`src/rtl/bffa_pkg.sv`:
```
package bffa_pkg;

  // Internal address/size width, wide enough for the largest supported CAPACITY
  localparam int SZ_W  = 17;
  // Run length width, wide enough for the largest supported MAX_ALLOC
  localparam int CNT_W = 13;
  localparam int FIFO_DEPTH = 4;
  localparam int INIT_SIZE_RST = 256;

  typedef enum logic [1:0] {
    ACT_ALLOC = 2'd0,
    ACT_FREE  = 2'd1,
    ACT_READ  = 2'd2,
    ACT_NONE  = 2'd3
  } action_t;

  typedef enum logic [1:0] {
    ST_OK      = 2'd0,
    ST_NOSPACE = 2'd1,
    ST_TOOLONG = 2'd2,
    ST_RANGE   = 2'd3
  } status_t;

  localparam logic RK_ALLOC = 1'b0;
  localparam logic RK_READ  = 1'b1;

  typedef enum logic [1:0] {
    CMD_BYTE = 2'd0,
    CMD_FREE = 2'd1,
    CMD_READ = 2'd2
  } cmd_kind_t;

  // One classified item on its way to the back end
  typedef struct packed {
    cmd_kind_t        kind;
    logic [7:0]       data;
    logic             last;
    logic             drop;      // byte beyond MAX_ALLOC, not staged
    logic             too_long;  // run overflowed somewhere
    logic [CNT_W-1:0] cnt;       // run length including this byte, capped at MAX_ALLOC
    logic [SZ_W-1:0]  lo;        // free start / read address
    logic [SZ_W-1:0]  hi;        // free end, clipped
  } cmd_t;

  typedef enum logic [2:0] {
    B_CLEAR  = 3'd0,
    B_IDLE   = 3'd1,
    B_FREE   = 3'd2,
    B_SRCH   = 3'd3,
    B_COPY   = 3'd4,
    B_RDWAIT = 3'd5,
    B_RESP   = 3'd6
  } bstate_t;

endpackage

```
`src/rtl/bffa_fifo.sv`:
```
module bffa_fifo (
  input  logic           clk,
  input  logic           rst_n,
  input  logic           push,
  input  bffa_pkg::cmd_t wr_cmd,
  input  logic           pop,
  output bffa_pkg::cmd_t head,
  output logic           full,
  output logic           empty
);

  localparam int D  = bffa_pkg::FIFO_DEPTH;
  localparam int PW = $clog2(D);
  localparam int CW = $clog2(D + 1);

  bffa_pkg::cmd_t mem_r [D];
  logic [PW-1:0] wp_r, wp_nxt, rp_r, rp_nxt;
  logic [CW-1:0] cnt_r, cnt_nxt;
  logic          do_push, do_pop;

  assign full    = (cnt_r == CW'(D));
  assign empty   = (cnt_r == '0);
  assign head    = mem_r[rp_r];
  assign do_push = push && !full;
  assign do_pop  = pop && !empty;

  always_comb begin
    wp_nxt  = do_push ? ((wp_r == PW'(D - 1)) ? '0 : wp_r + 1'b1) : wp_r;
    rp_nxt  = do_pop  ? ((rp_r == PW'(D - 1)) ? '0 : rp_r + 1'b1) : rp_r;
    cnt_nxt = cnt_r + CW'(do_push) - CW'(do_pop);
  end

  always_ff @(posedge clk) begin
    if (do_push) begin
      mem_r[wp_r] <= wr_cmd;
    end
  end

  always_ff @(posedge clk) begin
    if (!rst_n) begin
      wp_r  <= '0;
      rp_r  <= '0;
      cnt_r <= '0;
    end else begin
      wp_r  <= wp_nxt;
      rp_r  <= rp_nxt;
      cnt_r <= cnt_nxt;
    end
  end

endmodule

```
`config.mk`:
```
export PLATFORM = sky130hd
export DESIGN_NAME = bffa_fifo
export DESIGN_NICKNAME = d
export VERILOG_FILES = /design/src/rtl/bffa_pkg.sv /design/src/rtl/bffa_fifo.sv
export SDC_FILE = /design/constraint.sdc
export NUM_CORES = 1
export LEC_CHECK = 0
export BUFFER_PORTS_ARGS = -buffer_cell sky130_fd_sc_hd__buf_4
export CAP_MARGIN = 10
export CORE_MARGIN = 10
export CORE_UTILIZATION = 50
export DETAILED_ROUTE_END_ITERATION = 16
export PLACE_DENSITY = 0.77
export SLEW_MARGIN = 10
export SYNTH_ARGS = -nofsm -noshare
export SYNTH_HDL_FRONTEND = slang
export SYNTH_SLANG_ARGS = --single-unit
```
`constraint.sdc`:
```
create_clock -name clk -period 2.8 [get_ports clk]
set_clock_uncertainty 0.1 [all_clocks]
set_input_delay 0.42 -clock clk [delete_from_list [all_inputs] [get_ports clk]]
set_output_delay 0.42 -clock clk [all_outputs]
set_load 0.01 [all_outputs]
```
**Word-level counts from Yosys, hierarchy flattened**

Memory sizes are Yosys's and may differ from the RTL's. A register that Yosys moved wholly into a read port is not among the register bits.
Cells that the tools add are included.

- Add/sub/neg operators: 4
- Eq/ne operators: 3
- Muxes and demuxes: 6
- Reduce and logical (&&, ||, !) cells: 5

Operator list:

| cell | count |
|---|---|
| $mux W2 | 4 |
| $add A2 B1 Y2 const B | 2 |
| $eq A2 B2 Y1 const B | 2 |
| $add A3 B1 Y3 | 1 |
| $eq A3 B3 Y1 const B | 1 |
| $logic_not A3 Y1 | 1 |
| $sub A3 B1 Y3 | 1 |
| $logic_and A1 B1 Y1 | 2 |
| $logic_not A1 Y1 | 2 |
| $mux W1 | 2 |

- Bits in registers: 7
- RAM bits: 240
- Output and inout port bits: 62
- Word-level logic and storage cells: 22
- Memories kept: 1

Memories:

| name | words | width | rd ports | clocked after memory_dff | wr ports | line | source |
|---|---|---|---|---|---|---|---|
| mem_r | 4 | 60 | 1 | 1 | 1 | bffa_fifo.sv:16 | `bffa_pkg::cmd_t mem_r [D];` |

**Depth between registers and ports, before layout**

- Depth after elaboration: 5
- Gate-level depth with buffers: 10
- Mapped depth without buffers: 9

**Worst setup path after synthesis**

Ideal clock, no wire load.

- Path kind: register to register
- From: register cnt_r[2]
- To: memory mem_r[0][0] (netlist name) (enable)
- Library setup time: 0.424 ns
- Arrival: 2.193 ns
- Data required time: 2.276 ns
- Slack: 0.082 ns
- Cell stages (with the launch flop): 5
- Buffers on the path: 1
- Clock period less this slack: 2.718 ns
- Path through: dfxtp_1 > nor3b_2 > nor2b_1 > buf_2 > and2_1

- Cells in the longest elaborated chain, start to end: 5

Ends and longest elaborated chain:

| what | line | source |
|---|---|---|
| start: declaration | bffa_fifo.sv:18 | `logic [CW-1:0] cnt_r, cnt_nxt;` |
| start signal: assignment | bffa_fifo.sv:47 | `cnt_r <= cnt_nxt;` |
| $eq A3 B3 Y1 | bffa_fifo.sv:21 | `assign full = (cnt_r == CW'(D));` |
| named net full | bffa_fifo.sv:8 | `output logic full,` |
| $logic_not A1 Y1 | bffa_fifo.sv:24 | `assign do_push = push && !full;` |
| $logic_and A1 B1 Y1 | bffa_fifo.sv:24 |  |
| $mux W1 | bffa_fifo.sv:34 | `if (do_push) begin` |
| $mux W1 (not written as such) | bffa_fifo.sv:35 | `mem_r[wp_r] <= wr_cmd;` |
| end: declaration | bffa_fifo.sv:16 |  |

The timed path passes the listed nets, and every way through them passes these cells.

==> impl_metrics.env <==
export IMPL_status="finished, final reports clean"
export IMPL_muxShareOfSynthArea_pct=14.89
export IMPL_ctsResizeCount=0
export IMPL_grt_antenna_before_repair=0
export IMPL_clkPwrFrac_pct=30.4
export IMPL_grt_pass1_vias=4705
export IMPL_fin_crit_sh_pct=89.98
export IMPL_yosys_cell_types_count=23
export IMPL_drive_gt1_share_pct=44.01
export IMPL_setup_violations=0
export IMPL_track_usage_pct=13.72
export IMPL_slew_headroom_pct=63.83
export IMPL_nets=590
export IMPL_ant_nets=0
export IMPL_cp_buffers_inverters=2
export IMPL_criticalPathCategory="reg2out"
export IMPL_diodes=0
export IMPL_min_from="wr_cmd[41]"
export IMPL_synthTopCellsByArea="edfxtp_1 78%, mux4_2 15%, dfxtp_1 2.0%"
export IMPL_start_kind="register"
export IMPL_cts_path_max_buffers=3
export IMPL_holdPathEnd="mem_r[1][41]"
export IMPL_ys_seq_elements=249
export IMPL_slew_violations=0
export IMPL_critPathCaptureType="output pin"
export IMPL_grt_max_degree=41
export IMPL_grt_pass1_wl_um=26120
export IMPL_core_mm2=0.01802
export IMPL_dr_first_iter_drc_count=170
export IMPL_clockRootBuffer="clkbuf_16"
export IMPL_drv_cap=0
export IMPL_cpMostUsedCell="buf_4"
export IMPL_dieArea_mm2=0.02425
export IMPL_numPortBuffers=125
export IMPL_min_path_cells=1
export IMPL_pwr_share_comb_pct=23.4
export IMPL_synthesis_area_mm2=0.009209
export IMPL_switching_share_pct=24.80
export IMPL_reg2reg_from="cnt_r[1]"
export IMPL_rsz0062_at_grt="no"
export IMPL_cts_buffers=25
export IMPL_pin_count=126
export IMPL_setup_tns_ps=0
export IMPL_synthSimpleGateAreaFrac_pct=1.168
export IMPL_yosysWarningCount=0
export IMPL_ff2ff_setup_slack_ps=480
export IMPL_synthCells=367
export IMPL_syn_nets=439
export IMPL_drc_errors=0
export IMPL_synth_compound_area_share_pct=0.1902
export IMPL_wire_per_inst_um=22.08
export IMPL_die_w_um=155.7
export IMPL_synth_top_area_share_pct=78.26
export IMPL_synth_fa_ha_area_share_pct=1.168
export IMPL_r2r_cells=8
export IMPL_syn_to_final_growth_pct=22.15
export IMPL_gp_congestion=0.7153
export IMPL_vias=4179
export IMPL_clkTransAtPathRegs_ps=60
export IMPL_finalHoldViolCount=0
export IMPL_drtPass1Iterations=4
export IMPL_worstMarginPinSlew_ps=542.6
export IMPL_fmax_mhz=396.9
export IMPL_cp_slowest_stage_delay_ps=600
export IMPL_cts_num_sinks=249
export IMPL_cts_htree_levels=1
export IMPL_rows=49
export IMPL_clock_latency_ps=490
export IMPL_crit_required_ps=2280
export IMPL_critPathMaxFanout=21
export IMPL_dp_hpwl_um=10600
export IMPL_overflow=0
export IMPL_arrival_ps=2000
export IMPL_hold_path_class="in2reg"
export IMPL_wl_um=16850
export IMPL_cellPowerDensity_mw_per_mm2=897.0
export IMPL_layout_min_cycle_time_ps=2520
export IMPL_path_delay_family="multiplexers"
export IMPL_pwr_share_seq_pct=46.2
export IMPL_ctsHoldBuffers=1
export IMPL_timing_rr_end="cnt_r[2]"
export IMPL_synth_area_per_cell_um2=25.09
export IMPL_crit_cells=3
export IMPL_ys_seq_area_share_pct=80.22
export IMPL_path_cells="buf_4, mux4_2, buf_4"
export IMPL_ir_worst_vdd_v=0.0006261
export IMPL_yosysTopAreaCell="edfxtp_1"
export IMPL_postLayoutCoreUtil_pct=62.40
export IMPL_cp_slowest_cell="mux4_2"
export IMPL_cts_tree="done"
export IMPL_cts_setup_buffers=0
export IMPL_die_height_um=155.7
export IMPL_leakagePower_uw=0.003812
export IMPL_vias_per_cell=5.477
export IMPL_synth_top_family_by_area="multiplexers"
export IMPL_synth_xor_area_share_pct=0.1902
export IMPL_p_int_uw=7588
export IMPL_initial_utilization_pct=51.09
export IMPL_switchingPower_uw=2502
-- power groups by stage --
| stage | clock network, µW | logic [µW] | registers (µW) |
|---|---|---|---|
| finish | 3070 | 2360 | 4660 |
| global route | 3310 | 2560 | 4700 |
| CTS | 3150 | 2430 | 4670 |
| detailed placement | 0 | 2420 | 4740 |
| global placement | 0 | 2390 | 4710 |
| floorplan | 0 | 1480 | 4700 |
-- cell usage after synthesis --
cell type / instances
and2_1: 7
dfxtp_1: 9
buf_1: 1
clkbuf_1: 1
mux4_2: 60
buf_12: 6
o31ai_1: 1
buf_6: 1
edfxtp_1: 240
inv_1: 7
buf_2: 7
xnor2_1: 1
o21ai_0: 2
fa_1: 1
nand2_1: 6
mux2i_1: 2
nor3_1: 1
ha_1: 7
nor3b_2: 1
nand3_1: 2
nor2b_1: 1
nor2_1: 2
xor2_1: 1
-- sequential cells by signal, summed over array words and instances, names as in the netlist, named ones only --
name / flops
mem_r: 240
cnt_r: 3
rp_r: 2
wp_r: 2
-- cell type report --
cell class,instances,area [µm²]
sequential,249,7392
fill,1242,6777
multi-input combinational,95,1632
timing repair buffer,140,1151
clock buffer,29,640.6
tap,229,286.5
clock inverter,14,120.1
inverter,7,26.28
-- cell usage in the layout, fill, tap and decap left out, types with 4 or more instances in the layout --
master / instances
edfxtp_1: 240
buf_4: 128
mux4_2: 60
clkbuf_16: 25
inv_1: 7
ha_1: 7
dfxtp_1: 7
buf_12: 7
nand2_1: 6
clkinv_1: 6
dlygate4sd3_1: 5
and2_4: 4
clkbuf_1: 4
-- stage by stage --
step / hold slack (ps) / instance area, µm² / std cells / worst slack, ps / total power (µW)
floorplan: 367.7 / 9209 / 367 / 82.48 / 6179
global placement: 375.9 / 10440 / 715 / 560.2 / 7094
detailed placement: 404.6 / 10440 / 715 / 472.6 / 7164
CTS: 0.008826 / 11210 / 759 / 224.0 / 10250
global route: 0.1101 / 11250 / 763 / 161.4 / 10560
finish: 22.27 / 11250 / 763 / 280.5 / 10090
-- worst max-delay path by stage --
stage,startpoint,to,slack (ps)
CTS,register,head[1],220
detailed placement,cnt_r[1],cnt_r[2],470
global placement,cnt_r[1],cnt_r[2],560
global route,register,head[1],160
finish,register,head[1],280
floorplan,cnt_r[2],mem_r[0][0],80
-- logic make-up (layout without fill, tap and decap cells) --
kind of cell	Yosys count	in the layout
flops	249	249
mux	62	62
buf+inv	23	190
simple gates	20	20
fa+ha+maj	8	8
compound gates	3	3
xor+xnor	2	2
-- layer usage --
metal	share of wire (%)	vias up	GRT usage, %
met3	7.2	20	3.970
met1	40	2188	16.93
met4	1.0	0	3.164
met2	52	129	23.49
met5	0	-	0
li1	-	1842	-
Note: power is estimated with default switching activity, not from simulation.
