File: config.mk
export PLATFORM = sky130hd
export DESIGN_NAME = bffa_front
export DESIGN_NICKNAME = d
export VERILOG_FILES = /design/src/rtl/bffa_pkg.sv /design/src/rtl/bffa_front.sv
export SDC_FILE = /design/constraint.sdc
export NUM_CORES = 1
export LEC_CHECK = 0
export ABC_AREA = 1
export CAP_MARGIN = 10
export CELL_PAD_IN_SITES_DETAIL_PLACEMENT = 1
export CELL_PAD_IN_SITES_GLOBAL_PLACEMENT = 1
export CORE_ASPECT_RATIO = 0.8
export CORE_MARGIN = 5
export CORE_UTILIZATION = 35
export DETAILED_ROUTE_END_ITERATION = 10
export DONT_BUFFER_PORTS = 1
export PLACE_DENSITY_LB_ADDON = 0.1
export SLEW_MARGIN = 20
export SYNTH_ARGS = -nofsm -noshare
export SYNTH_HDL_FRONTEND = slang
export SYNTH_SLANG_ARGS = --single-unit
File: constraint.sdc
create_clock -name clk -period 4.2 [get_ports clk]
set_input_delay 0.63 -clock clk [delete_from_list [all_inputs] [get_ports clk]]
set_output_delay 0.63 -clock clk [all_outputs]
set_load 0.01 [all_outputs]
File: src/rtl/bffa_pkg.sv
package bffa_pkg;

  // Internal address/size width, wide enough for the largest supported CAPACITY
  localparam int SZ_W  = 17;
  // Run length width, wide enough for the largest supported MAX_ALLOC
  localparam int CNT_W = 13;
  localparam int FIFO_DEPTH = 4;
  localparam int INIT_SIZE_RST = 256;

  typedef enum logic [1:0] {
    ACT_ALLOC = 2'd0,
    ACT_FREE  = 2'd1,
    ACT_READ  = 2'd2,
    ACT_NONE  = 2'd3
  } action_t;

  typedef enum logic [1:0] {
    ST_OK      = 2'd0,
    ST_NOSPACE = 2'd1,
    ST_TOOLONG = 2'd2,
    ST_RANGE   = 2'd3
  } status_t;

  localparam logic RK_ALLOC = 1'b0;
  localparam logic RK_READ  = 1'b1;

  typedef enum logic [1:0] {
    CMD_BYTE = 2'd0,
    CMD_FREE = 2'd1,
    CMD_READ = 2'd2
  } cmd_kind_t;

  // One classified item on its way to the back end
  typedef struct packed {
    cmd_kind_t        kind;
    logic [7:0]       data;
    logic             last;
    logic             drop;      // byte beyond MAX_ALLOC, not staged
    logic             too_long;  // run overflowed somewhere
    logic [CNT_W-1:0] cnt;       // run length including this byte, capped at MAX_ALLOC
    logic [SZ_W-1:0]  lo;        // free start / read address
    logic [SZ_W-1:0]  hi;        // free end, clipped
  } cmd_t;

  typedef enum logic [2:0] {
    B_CLEAR  = 3'd0,
    B_IDLE   = 3'd1,
    B_FREE   = 3'd2,
    B_SRCH   = 3'd3,
    B_COPY   = 3'd4,
    B_RDWAIT = 3'd5,
    B_RESP   = 3'd6
  } bstate_t;

endpackage

File: src/rtl/bffa_front.sv
module bffa_front #(
  parameter int CAPACITY  = 4096,
  parameter int MAX_ALLOC = 256
) (
  input  logic                  clk,
  input  logic                  rst_n,
  input  logic                  in_valid,
  output logic                  in_stall,
  input  logic [1:0]            in_action,
  input  logic [7:0]            in_data_byte,
  input  logic                  in_last_byte,
  input  logic [11:0]           in_address,
  input  logic [12:0]           in_free_length,
  input  logic                  clearing,
  input  logic                  fifo_full,
  output logic                  push,
  output bffa_pkg::cmd_t        cmd
);

  localparam int CNW = $clog2(MAX_ALLOC + 1);
  localparam int SW  = bffa_pkg::SZ_W;

  logic [CNW-1:0] count_r, count_nxt;
  logic           tl_r, tl_nxt;
  logic           accept;
  logic           dropped;
  logic [CNW-1:0] run_len;
  logic [SW-1:0]  sum;
  logic [SW-1:0]  hi;

  assign in_stall = fifo_full || clearing;
  assign accept   = in_valid && !in_stall;
  assign dropped  = (count_r == CNW'(MAX_ALLOC));
  assign run_len  = dropped ? count_r : count_r + 1'b1;
  assign sum      = SW'(in_address) + SW'(in_free_length);
  assign hi       = (sum > SW'(CAPACITY)) ? SW'(CAPACITY) : sum;

  always_comb begin
    count_nxt    = count_r;
    tl_nxt       = tl_r;
    push         = 1'b0;
    cmd          = '0;
    cmd.data     = in_data_byte;
    cmd.last     = in_last_byte;
    cmd.drop     = dropped;
    cmd.too_long = tl_r || dropped;
    cmd.cnt      = bffa_pkg::CNT_W'(run_len);
    cmd.lo       = SW'(in_address);
    cmd.hi       = hi;
    case (bffa_pkg::action_t'(in_action))
      bffa_pkg::ACT_ALLOC: begin
        cmd.kind = bffa_pkg::CMD_BYTE;
        if (accept) begin
          push = !(dropped && !in_last_byte);
          if (in_last_byte) begin
            count_nxt = '0;
            tl_nxt    = 1'b0;
          end else begin
            count_nxt = run_len;
            tl_nxt    = tl_r || dropped;
          end
        end
      end
      bffa_pkg::ACT_FREE: begin
        cmd.kind = bffa_pkg::CMD_FREE;
        // empty or fully clipped ranges do nothing
        push = accept && (SW'(in_address) < hi);
      end
      bffa_pkg::ACT_READ: begin
        cmd.kind = bffa_pkg::CMD_READ;
        push = accept;
      end
      default: begin
        cmd.kind = bffa_pkg::CMD_READ;
      end
    endcase
  end

  always_ff @(posedge clk) begin
    if (!rst_n) begin
      count_r <= '0;
      tl_r    <= 1'b0;
    end else begin
      count_r <= count_nxt;
      tl_r    <= tl_nxt;
    end
  end

endmodule

# --- Word level (Yosys, flattened, before mapping) ---
# Index checks and enable logic that the tools add are counted.
op_classes:
  addsub: 2
  order_cmp: 2
  n_eq_ne: 3
  n_mux: 7
  reduce_logical: 10
op_table:
  columns: ["cell", "count"]
  rows:
  - ["9-bit 2-to-1 mux", 2]
  - ["12-bit by 13-bit adder with 14-bit output", 1]
  - ["14-bit by 13-bit > comparator with 1-bit output (second input constant)", 1]
  - ["12-bit by 14-bit < comparator with 1-bit output", 1]
  - ["14-bit 2-to-1 mux", 1]
  - ["9-bit by 1-bit adder with 9-bit output (second input constant)", 1]
  - ["9-bit == test (second input constant)", 1]
  - ["2-bit case mux with 2 select lines", 1]
  - ["1-bit logical AND", 3]
  - ["1-bit logical NOT", 3]
  - ["1-bit case mux with 3 select lines", 1]
  - ["2-bit by 1-bit == test with 1-bit output (second input constant)", 1]
  - ["2-bit == test (second input constant)", 1]
  - ["2-bit logical NOT", 1]
  - ["1-bit logical OR", 2]
  - ["1-bit 2-to-1 mux", 2]
  - ["2-bit AND reduction", 1]
totals:
  regBits: 10
  output_inout_bits: 62
  wordCells: 26

# --- Longest topological paths before layout ---
# Gate-level depths: netlist of the first run.
logic_depth:
  ltp_word: 6
  depth_mapped: 28
  ltp_nobuf: 27

# --- Worst setup path after synthesis of the first run ---
# No wires, ideal clock.
synth_path:
  kind: "input -> output"
  from: "input in_address[0]"
  to: "output push"
  arrival_ps: 3385
  t_required_ps: 3570
  path_slack_ps: 185
  cell_stages: 27
  path_buffers: 0
  cell_sequence: "ha_1 > inv_1 > fa_1 > inv_1 > nand2_1 > nand2_1 > nand3_1 > nand2_1 > nand2_1 > nand2_1 > nand3_1 > nor2_1 > nand2_1 > nand2_4 > inv_1 > nor2_1 > inv_1 > ha_1 > a21oi_1 > nor2_1 > a211oi_1 > nand2_1 > nand2_1 > nand2_1 > nand2_1 > nand2_1 > nand2_1"
synth_rtl:
  columns: ["item", "line", "text"]
  rows:
  - ["start: declaration", "bffa_front.sv:12", "input logic [11:0] in_address,"]
  - ["end: declaration", "bffa_front.sv:16", "output logic push,"]

# --- Worst setup path in the final report of the first run ---
layout_path:
  from: "input in_address[0]"
  to: "output push"
layout_between:
  elab_chain_cells: 6
layout_rtl:
  columns: ["item", "line", "text"]
  rows:
  - ["12-bit by 13-bit adder with 14-bit output", "bffa_front.sv:35", "assign sum = SW'(in_address) + SW'(in_free_length);"]
  - ["14-bit by 13-bit > comparator with 1-bit output", "bffa_front.sv:36", "assign hi = (sum > SW'(CAPACITY)) ? SW'(CAPACITY) : sum;"]
  - ["14-bit 2-to-1 mux", "bffa_front.sv:36", null]
  - ["12-bit by 14-bit < comparator with 1-bit output *", "bffa_front.sv:67", "push = accept && (SW'(in_address) < hi);"]
  - ["1-bit logical AND *", "bffa_front.sv:67", null]
  - ["1-bit case mux with 3 select lines *", "bffa_front.sv:50", "case (bffa_pkg::action_t'(in_action))"]
# Every way passes the cells marked *; elsewhere a longest branch is shown, timed or not.

==> results.md, run 1 <==
- GRT Resource Usage Total: approximately 16%
- Instance count after placement with tap cells included: 419
- Largest fanout on the critical path: 7
- Combined flip-flop and latch cell area: roughly 200 um^2
- Initial standard-cell utilization of the core: between 30% and 40%
- Number of global-route vias before repair: roughly 2100
- Post-detailed-route count of antenna-violating nets: 0
- Setup slack after layout: ~130 ps
- Share of the synthesized area in the top cell type: approximately 18%
- Leakage power: between 1 and 1.5 nW
- Unique masters post-synth: 32
- Peak clock frequency supported by timing: about 250 MHz
- Critical Path Source Type: primary input
- Pins over their slew limit: 0
- Synthesized area: around 0.0021 mm^2
- Outcome: completed
- Placed wire-length estimate after detailed placement: around 5.2 mm
- Minimum setup slack among reg-to-reg paths: between 2000 and 2500 ps
- Area occupied by multi-input gates: ~0.0015 mm^2
- Number of placement rows: 25
- Arrival time at the worst endpoint: 3440 ps
- Relative slew margins: about half
- Total core area: 0.005849 mm^2
- Clock-pin slew on the worst setup and hold paths: roughly 50 ps
- Top_reg_cell synth: sky130_fd_sc_hd__dfxtp_1
- Post-Layout Cell Count: 425
- Cts bufs inserted: 3
- Share of the clock period used by the worst path: a little over nine tenths
- Data required, critical path: approximately 3600 ps
- Top-level I/O count: 103
- Total power density per cell area: 228.3 mW/mm^2
- Setup slack after placement: approximately 4.9 ps
- TritonCTS clock tree: done
- EDFF count, synth: 0
- Worst hold endpoint: count_r[8]
- Cell with the most instances after synthesis: sky130_fd_sc_hd__nand2_1
- Worst Path Class, Setup: in -> out
- Final Cell Area: between 0.002 and 0.0025 mm^2
- Count of endpoints failing hold in the final timing report: 0
- FFs w/ async S/R, synth: 0%
- Synthesis warning total: 0
- CTS H-tree lvls: 1
- Min-Delay Path Depth: 2
- Largest net degree at the start of global routing: 12
- Number of antenna violations at the first check in global routing: 0
- Number of vias per cell: roughly 4.8
- Syn Area/Cell: between 5 and 6 um^2
- Max capacitance violation total: 0
- Placement-stage cell area: 0.002031 mm^2
- Worst Tran Pin Value: 764.5 ps
- Violation count after the first detailed-route iteration: 69
- Setup TNS: 0 ps
- Share of the yosys chip area belonging to registers: 9.575%
- Global-route wire length before repair: 9.763 mm
- Register bit total from synthesis: 10
- Cell type contributing the most total cell area after synthesis: sky130_fd_sc_hd__nand2_1
- Setup clock skew after layout: 3.795 ps
- Die Outline Area: 0.007629 mm^2
- Root Driver: sky130_fd_sc_hd__clkbuf_8
- Maximum resistive drop on vdd: roughly 0.15 mV
- Via count of the routed design: 2021
- Remaining Overflow, GRT: 0
- Start point of the worst min-delay path: count_r[8]
- Area growth, synth to finish: 4.788%
- RSZ-0062 raised after global routing: yes
- Total Wirelength: about 6.0 mm
- Number of fill cells in the layout: approximately 810
- Final critical-path required period: around 4100 ps
- First-pass detailed-route iteration total: 4
- Biggest area contributors in the synthesized netlist: sky130_fd_sc_hd__nand2_1 (18%), sky130_fd_sc_hd__ha_1 (15%), sky130_fd_sc_hd__buf_4 (13%), sky130_fd_sc_hd__inv_1 (11%), sky130_fd_sc_hd__dfxtp_1 (9.6%)
- Last weighted congestion value of the routability-driven placer: 0.8349
- Remaining DRCs: 0
- Min-delay worst type: reg -> reg
- Capturing point of the worst reg2reg path: count_r[0]
- Average wire per cell in the routed design: around 14 um
- Die X-Extent: a little under 100 um
- Port Buffer Count: 0
- Worst r2r src: count_r[0]
- Die Y: between 70 and 80 um
- Antenna fix cells: 0
- Fraction of layout instances using a drive strength above 1: 16.57%
- Clk buf depth: 2
- Worst Setup End Kind: output port
- Worst Reg-to-Reg Cells: 7
- Clock sink total: 10
- Insertion delay to the later sink of the worst-skew pair: 240 ps
- Leading post-synthesis cells by instance count: sky130_fd_sc_hd__nand2_1 (99), sky130_fd_sc_hd__inv_1 (62), sky130_fd_sc_hd__buf_4 (35), sky130_fd_sc_hd__nor2_1 (30), sky130_fd_sc_hd__ha_1 (25)
- Synthesized instance count: about 350
- Layout net count: 412
- Setup-failing EPs final: 0
## sequential cells by signal (all words and copies together) (netlist names)
name / cells
count_r: 9
tl_r: 1
## per-layer routing
metal,vias up,wire (um),global-route usage [%],part of all wire (%)
met5,-,0,0,0
met4,0,27,1.821,0.45
met3,4,368,2.652,6.1
met2,50,2590,25.29,43
met1,935,3017,23.21,50
li1,1032,-,-,-
## repair_timing
item / 4_1_cts / 5_1_grt
hold endpoints to repair: 0 / 0
hold buffers: 0 / 0
pin swaps: 0 / 9
resized for setup: 1 / 25
setup endpoints to repair: 1 / 1
buffers inserted: 0 / 2
## critical path, stage by stage
cell                         delay (ps)
sky130_fd_sc_hd__ha_4               130
sky130_fd_sc_hd__inv_1               50
sky130_fd_sc_hd__fa_2               370
sky130_fd_sc_hd__inv_2               70
sky130_fd_sc_hd__buf_4              120
sky130_fd_sc_hd__nand2_1             70
sky130_fd_sc_hd__nand4_1             80
sky130_fd_sc_hd__nand2_1            130
sky130_fd_sc_hd__nor2_1             110
sky130_fd_sc_hd__nand2_1             60
sky130_fd_sc_hd__nor2_1              80
sky130_fd_sc_hd__nand2_1             90
sky130_fd_sc_hd__nand2_4             80
sky130_fd_sc_hd__clkinvlp_4         160
sky130_fd_sc_hd__nor2_2             170
sky130_fd_sc_hd__inv_2               60
sky130_fd_sc_hd__ha_4               210
sky130_fd_sc_hd__a21oi_2            110
sky130_fd_sc_hd__nor2_1              50
sky130_fd_sc_hd__a211oi_1           200
sky130_fd_sc_hd__nand2_1            110
sky130_fd_sc_hd__nand2_1             70
sky130_fd_sc_hd__nand2_1             50
sky130_fd_sc_hd__nand2_1             50
sky130_fd_sc_hd__nand2_1             60
sky130_fd_sc_hd__nand2_2             80
## cell type report
cell class                 count  share of cell area, %
clock buffer                   4                  2.513
sequential                    10                  9.138
timing repair buffer          12                  4.112
inverter                      65                  11.31
multi-input combinational    253                  68.30
tap                           81                  4.626
## layout by cell type (no fill, tap or decap), drive strengths merged, types with 2 or more instances in the layout
| cell type | Yosys | final |
|---|---|---|
| nand2 | 106 | 106 |
| nand3b | 2 | 2 |
| nor4 | 2 | 2 |
| ha | 25 | 25 |
| xnor2 | 4 | 4 |
| inv | 64 | 63 |
| a22oi | 2 | 2 |
| a21oi | 21 | 21 |
| nor3 | 4 | 4 |
| clkbuf | 2 | 4 |
| o21ai | 3 | 3 |
| nor2 | 31 | 31 |
| nand3 | 22 | 22 |
| conb | 1 | 13 |
| dfxtp | 10 | 10 |
| nand4 | 9 | 9 |
| buf | 36 | 12 |
| xor2 | 6 | 6 |
## per-stage QoR
step	power [mW]	utilization, %	hold WS, ps
after global routing	0.5474	37.45	518.6
after detailed placement	0.3570	34.72	462.3
final	0.5001	37.45	472.2
after global placement	0.3541	34.72	454.7
after CTS	0.4848	35.70	470.0
after floorplan	0.3127	-	445.3
## worst max-delay path by stage
stage | from | endpoint | slack (ps)
after CTS | in_address[0] | push | 20
final | in_address[0] | push | 130
after global placement | in_address[0] | push | 90
after global routing | in_address[0] | push | -130
after floorplan | in_address[0] | push | 180
after detailed placement | in_address[0] | push | 5
## power breakdown
part | switching [mW] | internal, mW | leakage (nW) | total (mW)
clock | 0.0417 | 0.0828 | 0.0288 | 0.124
sequential | 0.0000913 | 0.0951 | 0.0805 | 0.0952
combinational | 0.176 | 0.104 | 1.02 | 0.280
## kinds of logic (layout without fill, tap and decap cells)
| family | after synthesis | in the layout | share of synthesized area, % |
|---|---|---|---|
| AOI/OAI and AO/OA | 27 | 27 | 7.361 |
| xor gates and xnor gates | 10 | 10 | 4.548 |
| adders and majority gates | 26 | 26 | 15.92 |
| buffers and inverters | 103 | 81 | 25.13 |
| DFF | 10 | 10 | 9.575 |
| other | 1 | 13 | 0.1794 |
| and+or+nand+nor | 177 | 177 | 37.28 |
(Power assumes the default switching activity.)
==> run 2: changes to the inputs <==
--- a/config.mk
+++ b/config.mk
@@ -5,12 +5,11 @@
 export SDC_FILE = /design/constraint.sdc
 export NUM_CORES = 1
 export LEC_CHECK = 0
-export ABC_AREA = 1
 export CAP_MARGIN = 10
 export CELL_PAD_IN_SITES_DETAIL_PLACEMENT = 1
 export CELL_PAD_IN_SITES_GLOBAL_PLACEMENT = 1
 export CORE_ASPECT_RATIO = 0.8
-export CORE_MARGIN = 5
+export CORE_MARGIN = 4
 export CORE_UTILIZATION = 35
 export DETAILED_ROUTE_END_ITERATION = 10
 export DONT_BUFFER_PORTS = 1
==> run 2 against run 1 <==
Compared with the run above: setup slack worse by 31 ps; largest cell class unchanged; clock-buffer cell count down 1; flip-flop and latch count stayed put; non-clock buffer count increased by 5.
==> results.md, run 2 <==
- Outcome: completed
- Top-level I/O count: ~100
- Average wire per cell in the routed design: between 15 and 20 um
- Remaining DRCs: 0
- Post-Route Hold Slack: approximately 530 ps
- Die X-Extent: between 90 and 100 um
- Peak clock frequency supported by timing: ~240 MHz
- Share of the clock period used by the worst path: 97.69%
- Clock-pin slew on the worst setup and hold paths: around 50 ps
- Antenna fix cells: 0
- Pins over their slew limit: 0
- First-pass detailed-route iteration total: 4
- Synthesis warning total: 0
- Number of vias per cell: 5.372
- Data required, critical path: 3570 ps
- Instance count after placement with tap cells included: about 300
- Registers with the highest flip-flop counts: count_r (9), tl_r (1)
- Worst Setup End Kind: output port
- Total core area: 0.005122 mm^2
- Post-detailed-route count of antenna-violating nets: 0
- Largest net degree at the start of global routing: 14
- Insertion delay to the later sink of the worst-skew pair: 230 ps
- Layout net count: ~310
- Critical-path cell with the highest stage delay: sky130_fd_sc_hd__fa_2
- Max capacitance violation total: 0
- Unique masters post-synth: 53
- Maximum resistive drop on vdd: ~0.062 mV
- Combined flip-flop and latch cell area: between 200 and 250 um^2
- Total Wirelength: about 5.2 mm
- Min-delay worst type: reg -> reg
- Relative slew margins: 62.11%
- Initial standard-cell utilization of the core: 36.98%
- Cell with the most instances after synthesis: sky130_fd_sc_hd__buf_4
- Count of endpoints failing hold in the final timing report: 0
- Longest individual stage delay on the worst path: about 360 ps
- EDFF count, synth: 0
- Critical Path Source Type: primary input
- Crit path buf inv count: 1
- Area occupied by multi-input gates: ~0.0015 mm^2
- FFs w/ async S/R, synth: 0%
- Post-Layout Cell Count: between 300 and 400
- Leading cell type in the layout, fill and taps excluded: sky130_fd_sc_hd__ha_1
- Clk buf depth: 2
- Via count of the routed design: between 1500 and 2000
- Commonest cells after routing, fill and taps aside: sky130_fd_sc_hd__ha_1 (23), sky130_fd_sc_hd__nor2_1 (21), sky130_fd_sc_hd__nand2_1 (18), sky130_fd_sc_hd__a21oi_1 (16), sky130_fd_sc_hd__buf_4 (16)
- Syn Area/Cell: around 7.5 um^2
- Leakage power: ~0.84 nW
- Die Y: 73.80 um
- RSZ-0062 raised after global routing: yes
- Fraction of layout instances using a drive strength above 1: around 17%
- Top_reg_cell synth: sky130_fd_sc_hd__dfxtp_1
- Setup-failing EPs final: 0
- Global-route wire length before repair: around 8.6 mm
- Clock sink total: 10
- Total power density per cell area: between 200 and 250 mW/mm^2
- Number of fill cells in the layout: around 640
- Number of antenna violations at the first check in global routing: 0
- Number of global-route vias before repair: 1731
- Violation count after the first detailed-route iteration: 53
- Setup clock skew after layout: 0.9827 ps
- Largest fanout on the critical path: 5
- Max FFs per register: 9
- Worst r2r src: count_r[1]
- Last weighted congestion value of the routability-driven placer: 0.7851
- Placed wire-length estimate after detailed placement: roughly 4.5 mm
- Synthesized area: about 0.0019 mm^2
- Synthesized instance count: 253
- Register containing the most flip-flops in the final layout: count_r
- TritonCTS clock tree: done
- Dominant delay contributor by cell family on the critical path: compound AO/OA/AOI/OAI gates
- CTS H-tree lvls: 1
- Chain of cells forming the critical path: ha_4, inv_2, fa_2, nor2b_4, o2111ai_2, a311oi_2, or2_1, a31o_4, nand2_2, ha_4, a21o_1, a21o_1, a2111oi_4, o21ai_1, a31o_2, a31oi_4
- Total power of the final layout: 0.4433 mW
- Worst Tran Pin Value: roughly 560 ps
- Register bit total from synthesis: 10
- Start point of the worst min-delay path: count_r[0]
- Worst Path Class, Setup: in -> out
- Remaining Overflow, GRT: 0
- Share of the synthesized area in the top cell type: between 15 and 20%
- Final Util: a little under two fifths
- Biggest area contributors in the synthesized netlist: sky130_fd_sc_hd__ha_1 (17%), sky130_fd_sc_hd__buf_4 (14%), sky130_fd_sc_hd__dfxtp_1 (11%), sky130_fd_sc_hd__a21oi_1 (4.5%), sky130_fd_sc_hd__nor2_1 (4.2%)
- Root Driver: sky130_fd_sc_hd__clkbuf_8
- Die Outline Area: about 0.0067 mm^2
- Setup TNS: 0 ps
- Final critical-path required period: 4103 ps
- Critical path origin: in_address[0]
- Area growth, synth to finish: 3.435%
- Cell type contributing the most total cell area after synthesis: sky130_fd_sc_hd__ha_1
- Port Buffer Count: 0
- Share of the yosys chip area belonging to registers: 10.57%
- Cts bufs inserted: 3
- Arrival time at the worst endpoint: about 3500 ps
- Leading post-synthesis cells by instance count: sky130_fd_sc_hd__buf_4 (35), sky130_fd_sc_hd__ha_1 (25), sky130_fd_sc_hd__nor2_1 (21), sky130_fd_sc_hd__nand2_1 (19), sky130_fd_sc_hd__a21oi_1 (17)
- GRT Resource Usage Total: about 16%
- Number of placement rows: 23
## run 2: changes by cell type after synthesis, sizes merged, moves of 4 or more
cell / previous run / this run
nand3: 22 / 7
nand2: 106 / 20
a31oi: 0 / 4
and3: 0 / 4
and2: 0 / 11
nand4: 9 / 1
o21a: 0 / 5
nor2: 31 / 21
o21ai: 3 / 9
nand2b: 0 / 4
inv: 64 / 12
## run 2: path summary, 6_finish.rpt
path / cells after the start / end / slack [ps]
setup / recovery: 16 / push / 100
hold / removal: 1 / count_r[0] / 530
setup reg to reg: 7 / count_r[8] / 2300
hold reg to reg: 1 / count_r[0] / 530
## run 2: layout make-up
cell class,count,share of cell area (%)
Multi-Input combinational cell,199,74.52
Sequential cell,10,10.22
Timing Repair Buffer,17,6.705
Tap cell,62,3.959
Inverter,13,2.490
Clock buffer,3,2.107
## run 2: worst register-to-register path, delay by kind of cell, from the launching register on
family | cells | cell delay, ps
fa+ha+maj | 1 | 220
compound gates | 1 | 130
flops | 1 | 390
simple gates | 4 | 750
xor+xnor | 1 | 340
## run 2: power breakdown
group | switching, mW | internal (mW) | total [mW]
logic | 0.141 | 0.107 | 0.249
registers | 0.000159 | 0.0953 | 0.0955
clock network | 0.0365 | 0.0627 | 0.0992
## run 2: through the flow
step                      area (um^2)  worst slack (ps)
final                            1959             97.21
after global routing             1959            -95.01
after CTS                        1941             7.282
after detailed placement         1874            -148.4
after global placement           1874            -52.95
after floorplan                  1984             46.00
## run 2: timing repair
action                                  in CTS  in global routing
endpoints found under the setup margin       1                  1
setup buffers                                0                  0
resized for setup                            5                  4
hold buffers                                 0                  0
pin swaps                                    3                  4
## run 2: routing by layer
metal | part of all wire (%) | wire length, um | vias to the layer above | global-route usage [%]
met5 | 0 | 0 | - | 0
met4 | 0.63 | 33 | 0 | 1.528
met3 | 7.6 | 398 | 6 | 4.606
met2 | 44 | 2309 | 57 | 25.91
met1 | 48 | 2481 | 759 | 20.91
li1 | - | - | 811 | -
## run 2: kinds of logic (layout without fill, tap and decap cells)
logic type | Yosys count | in the layout | share of synthesized area, %
buf+inv | 56 | 33 | 18.89
simple gates | 85 | 85 | 22.85
mux | 1 | 1 | 0.5284
flops | 10 | 10 | 10.57
compound gates | 59 | 59 | 22.46
fa+ha+maj | 26 | 26 | 17.57
other cells | 1 | 13 | 0.1980
xor+xnor | 15 | 15 | 6.935
==> run 3: changes to the inputs <==
--- a/config.mk
+++ b/config.mk
@@ -13,7 +13,7 @@
 export CORE_UTILIZATION = 35
 export DETAILED_ROUTE_END_ITERATION = 10
 export DONT_BUFFER_PORTS = 1
-export PLACE_DENSITY_LB_ADDON = 0.1
+export PLACE_DENSITY = 0.78
 export SLEW_MARGIN = 20
 export SYNTH_ARGS = -nofsm -noshare
 export SYNTH_HDL_FRONTEND = slang
==> run 3 against run 2 <==
Compared with the run above: utilization fell by 0.71 points; clock skew rose by 0.58 ps; largest cell class unchanged; critical path depth unchanged; global-route usage shrank 0.88 points; wire length is 3.3% lower.
==> results.md, run 3 (synthesized netlist as in run 2, its figures left out) <==
- Outcome: completed
- Setup repair bufs after CTS: 0
- Relative slew margins: approximately three fifths
- Final Cell Area: approximately 0.0019 mm^2
- Layout net count: 308
- Area occupied by multi-input gates: between 0.001 and 0.0015 mm^2
- Global-route met2 utilization: ~25%
- Registers with the highest flip-flop counts: count_r (9), tl_r (1)
- Maximum resistive drop on vdd: a little under 0.09 mV
- Share of the clock period used by the worst path: ~99%
- Antenna fix cells: 0
- Average wire per cell in the routed design: about 17 um
- Worst r2r src: count_r[0]
- Top-level I/O count: 103
- Total power density per cell area: approximately 240 mW/mm^2
- Number of placement rows: 23
- CTS hold repair buffers: 0
- Combined flip-flop and latch cell area: roughly 200 um^2
- Initial standard-cell utilization of the core: between 30% and 40%
- Longest individual stage delay on the worst path: roughly 360 ps
- Clk buf depth: 2
- TritonCTS clock tree: done
- Minimum setup slack among reg-to-reg paths: between 2000 and 2500 ps
- Cts bufs inserted: 3
- Data required, critical path: approximately 3600 ps
- Largest fanout on the critical path: 6
- Final critical-path required period: about 4100 ps
- Min-delay worst type: reg -> reg
- Total internal power: ~0.28 mW
- CTS H-tree lvls: 1
- First-pass detailed-route iteration total: 4
- Setup slack after layout: about 50 ps
- Max FFs per register: 9
- Max capacitance violation total: 0
- Final Util: between 30 and 40%
- Leakage power: between 0.8 and 0.9 nW
- Setup-failing EPs final: 0
- Post-detailed-route count of antenna-violating nets: 0
- Post-Route Hold Slack: roughly 510 ps
- Number of global-route vias before repair: 1631
- Area growth, synth to finish: 1.519%
- Remaining Overflow, GRT: 0
- Remaining DRCs: 0
- GR Layer Usage met3: between 5 and 6%
- Clock sink total: 10
- Net Sw Power: ~0.17 mW
- Met1 capacity usage during global routing: 18.46%
- Worst Tran Pin Value: roughly 600 ps
- Clock group share of total power: 26.9%
- Number of antenna violations at the first check in global routing: 0
- Number of vias per cell: ~5.5
- Largest net degree at the start of global routing: 15
- Total Wirelength: roughly 5.0 mm
- Setup slack after placement: -41.28 ps
- Commonest cells after routing, fill and taps aside: sky130_fd_sc_hd__ha_1 (23), sky130_fd_sc_hd__nor2_1 (21), sky130_fd_sc_hd__nand2_1 (18), sky130_fd_sc_hd__a21oi_1 (17)
- Relative contribution of sequential cells to total power: 21.0%
- Insertion delay to the later sink of the worst-skew pair: approximately 240 ps
- Via count of the routed design: 1655
- Peak clock frequency supported by timing: around 240 MHz
- Start point of the worst min-delay path: tl_r
- Worst Path Class, Setup: in -> out
- Count of endpoints failing hold in the final timing report: 0
- Die Outline Area: ~0.0067 mm^2
- Critical path origin: in_address[0]
- Placement-stage cell area: ~0.0019 mm^2
- Root Driver: sky130_fd_sc_hd__clkbuf_8
- Arrival time at the worst endpoint: around 3500 ps
- Violation count after the first detailed-route iteration: 57
- Leading cell type in the layout, fill and taps excluded: sky130_fd_sc_hd__ha_1
- Pins over their slew limit: 0
- Number of fill cells in the layout: roughly 650
- Chain of cells forming the critical path: ha_4, inv_2, fa_2, nor2b_2, o2111ai_2, a311oi_2, or2_1, a31o_4, nand2_2, ha_4, a21o_1, a21o_1, a2111oi_2, o21ai_1, a31o_2, a31oi_4
- Critical Path Source Type: primary input
- RSZ-0062 raised after global routing: yes
- Critical-path cell with the highest stage delay: sky130_fd_sc_hd__fa_2
- Total core area: 0.005122 mm^2
- Clock-pin slew on the worst setup and hold paths: 50 ps
- Global-route wire length before repair: between 8 and 9 mm
- Logic gate share of total power: between 50% and 60%
- Setup clock skew after layout: roughly 1.6 ps
- Fraction of layout instances using a drive strength above 1: 15.42%
- Register containing the most flip-flops in the final layout: count_r
- Die Y: between 70 and 80 um
- Port Buffer Count: 0
- Placed wire-length estimate after detailed placement: about 4.3 mm
- Switching Share: between 30% and 40%
- Most utilized layer in the global route result: met2
- Worst Setup End Kind: output port
- Last weighted congestion value of the routability-driven placer: approximately 0.86
- GRT Resource Usage Total: between 10% and 20%
- Die X-Extent: 90.25 um
==> run 3: cell types whose count changed in the layout (fill, tap and decap cells not counted), sizes merged <==
cell / delta
buf: -3
clkbuf: +1
==> run 3: per-layer routing <==
layer,vias to the layer above,part of all wire [%]
li1,812,-
met1,784,46
met2,55,45
met3,4,8.3
met4,0,0.63
met5,-,0
==> run 3: area by class of cell <==
| class | count | area share, % |
|---|---|---|
| multi-input cells | 199 | 74.50 |
| flip-flops and latches | 10 | 10.41 |
| repair buffers | 14 | 5.660 |
| well taps | 62 | 4.034 |
| clock buffers | 4 | 2.863 |
| inverters | 13 | 2.537 |
==> run 3: timing repair <==
action / 4_1_cts / 5_1_grt
gates resized for setup: 5 / 0
pin swaps: 1 / 1
endpoints found under the setup margin: 1 / 1
==> run 3: path summary, 6_finish.rpt <==
check | end | cells past startpoint
min | tl_r | 1
max reg2reg | count_r[8] | 7
max | push | 16
min reg2reg | tl_r | 1
==> run 3: power by group through the flow <==
stage / Combinational, mW / Clock (mW) / Sequential, mW
after global placement: 0.226 / 0 / 0.0972
after CTS: 0.239 / 0.125 / 0.0953
final: 0.237 / 0.122 / 0.0953
after detailed placement: 0.232 / 0 / 0.0972
after global routing: 0.266 / 0.129 / 0.0952
after floorplan: 0.209 / 0 / 0.0972
==> run 3: worst max-delay path: cells and delay by family <==
family          cells  cell delay [ps]
compound gates      9             1740
fa+ha+maj           3              730
buf+inv             1               40
simple gates        3              370
==> run 3: metrics by stage <==
stage	power [mW]	setup TNS [ps]	cells
finish	0.4538	0	302
global route	0.4904	-114.0	302
CTS	0.4588	0	302
detailed placement	0.3293	-41.28	298
global placement	0.3232	-23.60	298
floorplan	0.3060	0	265
